==> src/hdl/qte_pkg.sv <==
// ----------------------------------------------------------------------------
// qte_pkg
// Shared widths, constants, step table and types of the quaternion to Euler
// angle converter.
// ----------------------------------------------------------------------------
package qte_pkg;

  localparam int CORDIC_ITERATIONS = 16;
  localparam int CORDIC_LAT        = CORDIC_ITERATIONS + 2;
  localparam int SQRT_BITS         = 29;
  localparam int SQRT_IN_W         = 2 * SQRT_BITS;
  localparam int SQRT_REM_W        = SQRT_BITS + 3;
  localparam int ARG_W             = 34;
  localparam int VEC_W             = 38;
  localparam int ACC_W             = 26;
  localparam int ANG_W             = 16;
  localparam int PITCH_W           = 15;

  localparam logic signed [ARG_W-1:0] ONE_Q28     = ARG_W'(268435456);
  localparam logic signed [ACC_W-1:0] PI_Q20      = ACC_W'(3294199);
  localparam logic signed [ANG_W-1:0] PI_Q13      = ANG_W'(25736);
  localparam logic signed [ANG_W-1:0] HALF_PI_Q13 = ANG_W'(12868);

  typedef struct packed {
    logic signed [ARG_W-1:0] roll_x;
    logic signed [ARG_W-1:0] roll_y;
    logic signed [ARG_W-1:0] yaw_x;
    logic signed [ARG_W-1:0] yaw_y;
    logic signed [ARG_W-1:0] s;
    logic                    sat_pos;
    logic                    sat_neg;
  } side_t;

  typedef struct packed {
    logic sat_pos;
    logic sat_neg;
  } sat_t;

  function automatic logic signed [ACC_W-1:0] atan_step(input int idx);
    logic signed [ACC_W-1:0] r;
    unique case (idx)
      0:  r = ACC_W'(823550);
      1:  r = ACC_W'(486170);
      2:  r = ACC_W'(256879);
      3:  r = ACC_W'(130396);
      4:  r = ACC_W'(65451);
      5:  r = ACC_W'(32757);
      6:  r = ACC_W'(16383);
      7:  r = ACC_W'(8192);
      8:  r = ACC_W'(4096);
      9:  r = ACC_W'(2048);
      10: r = ACC_W'(1024);
      11: r = ACC_W'(512);
      12: r = ACC_W'(256);
      13: r = ACC_W'(128);
      14: r = ACC_W'(64);
      15: r = ACC_W'(32);
      16: r = ACC_W'(16);
      17: r = ACC_W'(8);
      18: r = ACC_W'(4);
      19: r = ACC_W'(2);
      20: r = ACC_W'(1);
      default: r = '0;
    endcase
    return r;
  endfunction

endpackage

==> src/hdl/qte_sqrt.sv <==
// ----------------------------------------------------------------------------
// qte_sqrt
// Pipelined integer square root, one result bit per stage.
// ----------------------------------------------------------------------------
module qte_sqrt (
  input  logic                          clk_i,
  input  logic                          en_i,
  input  logic [qte_pkg::SQRT_IN_W-1:0] rad_i,
  output logic [qte_pkg::SQRT_BITS-1:0] root_o
);
  import qte_pkg::*;

  logic [SQRT_REM_W-1:0] rem_q  [SQRT_BITS];
  logic [SQRT_BITS-1:0]  root_q [SQRT_BITS];
  logic [SQRT_IN_W-1:0]  v_q    [SQRT_BITS];

  for (genvar k = 0; k < SQRT_BITS; k++) begin : g_stage
    logic [SQRT_REM_W-1:0] rem_in;
    logic [SQRT_BITS-1:0]  root_in;
    logic [SQRT_IN_W-1:0]  v_in;
    logic [SQRT_REM_W-1:0] rem_sh;
    logic [SQRT_REM_W-1:0] test;

    if (k == 0) begin : g_first
      assign rem_in  = '0;
      assign root_in = '0;
      assign v_in    = rad_i;
    end else begin : g_next
      assign rem_in  = rem_q[k-1];
      assign root_in = root_q[k-1];
      assign v_in    = v_q[k-1];
    end

    assign rem_sh = {rem_in[SQRT_REM_W-3:0], v_in[SQRT_IN_W-1 -: 2]};
    assign test   = SQRT_REM_W'({root_in, 2'b01});

    always_ff @(posedge clk_i) begin
      if (en_i) begin
        v_q[k] <= {v_in[SQRT_IN_W-3:0], 2'b00};
        if (rem_sh >= test) begin
          rem_q[k]  <= rem_sh - test;
          root_q[k] <= {root_in[SQRT_BITS-2:0], 1'b1};
        end else begin
          rem_q[k]  <= rem_sh;
          root_q[k] <= {root_in[SQRT_BITS-2:0], 1'b0};
        end
      end
    end
  end

  assign root_o = root_q[SQRT_BITS-1];

endmodule

==> config.mk <==
export PLATFORM = sky130hd
export DESIGN_NAME = qte_sqrt
export DESIGN_NICKNAME = d
export VERILOG_FILES = /design/src/hdl/qte_pkg.sv /design/src/hdl/qte_sqrt.sv
export SDC_FILE = /design/constraint.sdc
export NUM_CORES = 2
export LEC_CHECK = 0
export BUFFER_PORTS_ARGS = -buffer_cell sky130_fd_sc_hd__buf_4
export CORE_ASPECT_RATIO = 0.7
export CORE_MARGIN = 2
export CORE_UTILIZATION = 60
export DETAILED_ROUTE_END_ITERATION = 6
export PLACE_DENSITY = 0.76
export SKIP_LAST_GASP = 1
export SLEW_MARGIN = 20
export SYNTH_ARGS = -nofsm -noshare
export SYNTH_HDL_FRONTEND = slang
export SYNTH_SLANG_ARGS = --single-unit
==> constraint.sdc <==
create_clock -name clk_i -period 4.2 [get_ports clk_i]
set_clock_uncertainty 0.1 [all_clocks]
set_input_delay 0.21 -clock clk_i [delete_from_list [all_inputs] [get_ports clk_i]]
set_output_delay 0.21 -clock clk_i [all_outputs]
set_load 0.05 [all_outputs]
# Word level (Yosys, flattened, before mapping)
# Memory sizes are Yosys's and may differ from the RTL's.
# Index checks and enable logic that the tools add are counted.
classes:
  n_addsub: 29
  order_cmp: 29
  mux: 234
  n_bitwise: 58
ops:
  columns: ["op", "count"]
  rows:
  - ["two-way mux 32 bit", 29]
  - [">= comparator 32 x 31 -> 1 bit", 28]
  - ["subtractor 32 x 31 -> 32 bit", 28]
  - ["two-way mux 29 bit", 29]
  - ["two-way mux 1 bit", 176]
  - ["OR 1 bit", 58]
  - ["subtractor 2 x 1 -> 3 bit, second input constant", 1]
  - [">= comparator 2 x 1 -> 1 bit, second input constant", 1]
word_totals:
  reg_bits: 0
  mem_bits_rw: 3393
  inputBits: 60
  out_inout_bits: 29
  wordCells: 353
  mem_count: 3
memory_table:
  columns: ["memory", "depth", "word_bits", "rd", "rd_clocked_by_memory_dff", "write_ports", "line", "source"]
  rows:
  - ["v_q", 29, 56, 28, 0, 29, "qte_sqrt.sv:15", "logic [SQRT_IN_W-1:0] v_q [SQRT_BITS];"]
  - ["rem_q", 29, 32, 28, 0, 29, "qte_sqrt.sv:13", "logic [SQRT_REM_W-1:0] rem_q [SQRT_BITS];"]
  - ["root_q", 29, 29, 29, 0, 29, "qte_sqrt.sv:14", "logic [SQRT_BITS-1:0] root_q [SQRT_BITS];"]

# Longest topological paths before layout
# An unclocked memory read counts as a cell.
depth:
  depth_word: 6
  mapped_depth: 14
  depth_no_buf: 13

# Worst setup path after synthesis
# Ideal clock, no wire load.
synth_timing:
  kind: "flip-flop to flip-flop"
  start: "memory rem_q[1][320] (netlist name)"
  end: "memory root_q[27][0] (netlist: root_q[1][319]) (data pin)"
  setup_time_ps: 264
  arrival_time_ps: 3101
  t_required_ps: 3836
  setup_slack_ps: 735
  stages_incl_launch_ff: 13
  path_buffers: 2
  period_less_slack_ps: 3465
  cell_sequence: "edfxtp_1 ha_1 nor2b_1 o31ai_1 a21oi_1 o31a_1 a221o_1 a211o_1 a21oi_1 o21a_1 clkbuf_1 clkbuf_1 inv_1"
synth_rtl:
  columns: ["element", "line"]
  rows:
  - ["from (decl)", "qte_sqrt.sv:13"]
  - ["to (decl)", "qte_sqrt.sv:14"]

==> summary.md <==
| Metric | Value |
|---|---|
| Hold Slack | approximately 0.055 ns |
| Gr usage total | 23.3% |
| Achievable Freq | between 0.2 and 0.3 GHz |
| Via count | 57700 |
| TritonCTS clock tree | built |
| Final ANT Viol Nets | 0 |
| Antenna violations before repair | 3 |
| Share of layout cells above drive strength 1 | 7.57% |
| Setup TNS | 0 ns |
| Max_cap viols | 0 |
| Sequential Area | slightly above 60000 um^2 |
| WL final | 188000 um |
| Vias per cell | 5.83 |
| CP arrival | 4.45 ns |
| Synth Cell Area | between 90000 and 100000 um^2 |
| Critical Path RT | 4.67 ns |
| Final Wtd Congestion | ~0.94 |
| Multi-input combinational cell area | around 31000 um^2 |
| Postcts setup bufs | 0 |
| First-pass GRT wire length | 300000 um |
| Post-Syn Area per Cell | 13.0 um^2 |
| CP Class | register to register |
| Setup crit end kind | register |
| Tmin final | between 3 and 4 ns |
| Total grt overflow | 0 |
| Clk buf depth | 3 |
| Leak pwr | 40.5 nW |
| Peak VDD IR | around 0.4 mV |
| Cell Area, Placed | between 90000 and 100000 um^2 |
| Leading cell type in the layout, fill and taps excluded | edfxtp_1 |
| Input/output buffers | 88 |
| FFs w/ async S/R, synth | 0% |
| Fillers | 11100 |
| Core area | 158000 um^2 |
| Fin. Hold Viols | 0 |
| Hpwl dp | 132000 um |
| Final Net Count | 8164 |
| Wire length per cell | 19.0 um |
| Post-synth EDFFs | 2044 |
| Final count of pins violating max slew | 0 |
| Register bit total from synthesis | 2045 |
| Ports | about 90 |
| Syn Nets | 7852 |
| DR iter-0 viols | between 5000 and 6000 |
| # DRC | 0 |
| Root buffer cell | clkbuf_16 |
| Clock Latency Late Sink | between 0.8 and 0.9 ns |
| Die Ht | 337 um |
| Vias in the first global route | 55600 |
| Total CTS buffers | ~190 |
| RSZ-0062 raised after global routing | false |
| Most frequent cells in the layout | edfxtp_1 (2044), inv_1 (573), nand2_1 (537), ha_1 (467), o21ai_0 (438) |
| Max Fanout on Critical Path | 6 |
| Area of the die | 161000 um^2 |
| Worst slew margin | 28.5% |
| Worst-path clk slew | approximately 0.070 ns |
| Unique masters post-synth | 85 |
| Layout Utilization | 67.2% |
| Worst slew pin tran | 1.07 ns |
| Final Instance Area | 106000 um^2 |
| PwrDens | 539 nW/um^2 |
| Startpoint types | register |
| Endpoints failing setup | 0 |
| FP Rows | 122 |
| Period utilization | 94.6% |
| 1st-pass router iterations | 6 |
| Largest net degree at the start of global routing | roughly 160 |
| Worst Hold Class | input port to register |
| H-tree depth | 4 |
| Initial core utilization | approximately 60% |
| Mapped Cells | 7325 |
| Final Power | 0.0570 W |
| Register area share after synthesis | 64.7% |
| Primary FF master, synth | edfxtp_1 |
| Area Overhead vs Synth | 11.5% |
| Outcome | finished clean |
| Yosys synthesis warning count | 0 |
| # clock sinks | 2045 |
| Die X | 479 um |
==> layout make-up <==
class                           count  share of cell area (%)
Sequential cell                  2045                    58.0
Multi-Input combinational cell   4537                    29.1
Clock inverter                    128                    1.42
Tap cell                         2108                    2.49
Clock buffer                      212                    4.51
Timing Repair Buffer              292                    2.44
Inverter                          575                    2.04
Antenna cell                        1                 0.00237
==> Yosys cell counts, drive strengths merged (75+ instances only) <==
master / count / area, um^2
nor3: 179 / 896
o21a: 80 / 601
nor2: 421 / 1580
inv: 574 / 2150
nand3: 116 / 581
xnor2: 314 / 2750
a21o: 174 / 1310
nand2: 537 / 2020
xor2: 343 / 3000
or3: 89 / 557
nor4: 75 / 469
nor2b: 81 / 507
edfxtp: 2044 / 61400
clkbuf: 158 / 593
ha: 467 / 5840
nand2b: 99 / 619
o21ai: 440 / 2200
a21oi: 423 / 2120
==> critical path: stages, from the launching register on <==
cell      delay, ns
edfxtp_1       0.39
ha_1           0.42
nand2_1        0.08
or3_1          0.50
o311ai_0       0.68
o41ai_1        0.26
o21ai_0        0.46
o41ai_2        0.16
or2_2          0.33
nor4_1         0.23
xor2_1         0.10
==> path summary, 6_finish.rpt <==
check                      from            end  slack [ns]  cells past startpoint
setup / recovery  rem_q[1][136]  rem_q[1][187]        0.23                     10
hold / removal        rad_i[16]     v_q[0][16]        0.06                      2
setup reg to reg  rem_q[1][136]  rem_q[1][187]        0.23                     10
hold reg to reg     v_q[1][268]    v_q[1][326]        0.31                      0
==> metrics by stage <==
step,setup slack [ns],std cells
2_1_floorplan,0.735,7325
3_3_place_gp,0.357,9443
6_report,0.226,9898
3_5_place_dp,0.245,9443
5_1_grt,0.00128,9897
4_1_cts,0.244,9897
==> cells by family (layout without fill, tap and decap cells) <==
family	count (synthesis)	after routing	share of synthesized area, %
compound gates	1432	1432	9.27
xor+xnor	657	657	6.07
fa+ha+maj	467	467	6.16
buf+inv	743	1207	2.95
flops	2045	2045	64.7
mux	70	70	0.819
other cells	0	1	0
simple gates	1911	1911	10.0
==> flip-flops by register name (all words and copies together) (netlist names) <==
register  cells
v_q         812
rem_q       798
root_q      435
==> where the power goes <==
group	internal, W	total, W	switching (W)
Clock	0.00969	0.0174	0.00766
Sequential	0.0259	0.0276	0.00177
Combinational	0.00505	0.0120	0.00693
Total	0.0406	0.0570	0.0164
==> what timing repair did <==
action,CTS,global route
gates resized for setup,0,2
hold endpoints to repair,206,0
hold buffers,114,0
endpoints found under the setup margin,0,3
==> per-layer routing <==
metal	track usage [%]	wire (um)	vias to the layer above	share of wire (%)
met1	34.0	85500	27900	45
met5	0	0	-	0
met3	3.10	11000	332	5.8
met2	36.9	87100	1817	46
li1	-	-	27600	-
met4	6.99	4540	0	2.4
No activity file was read; power rests on OpenSTA's default activity.
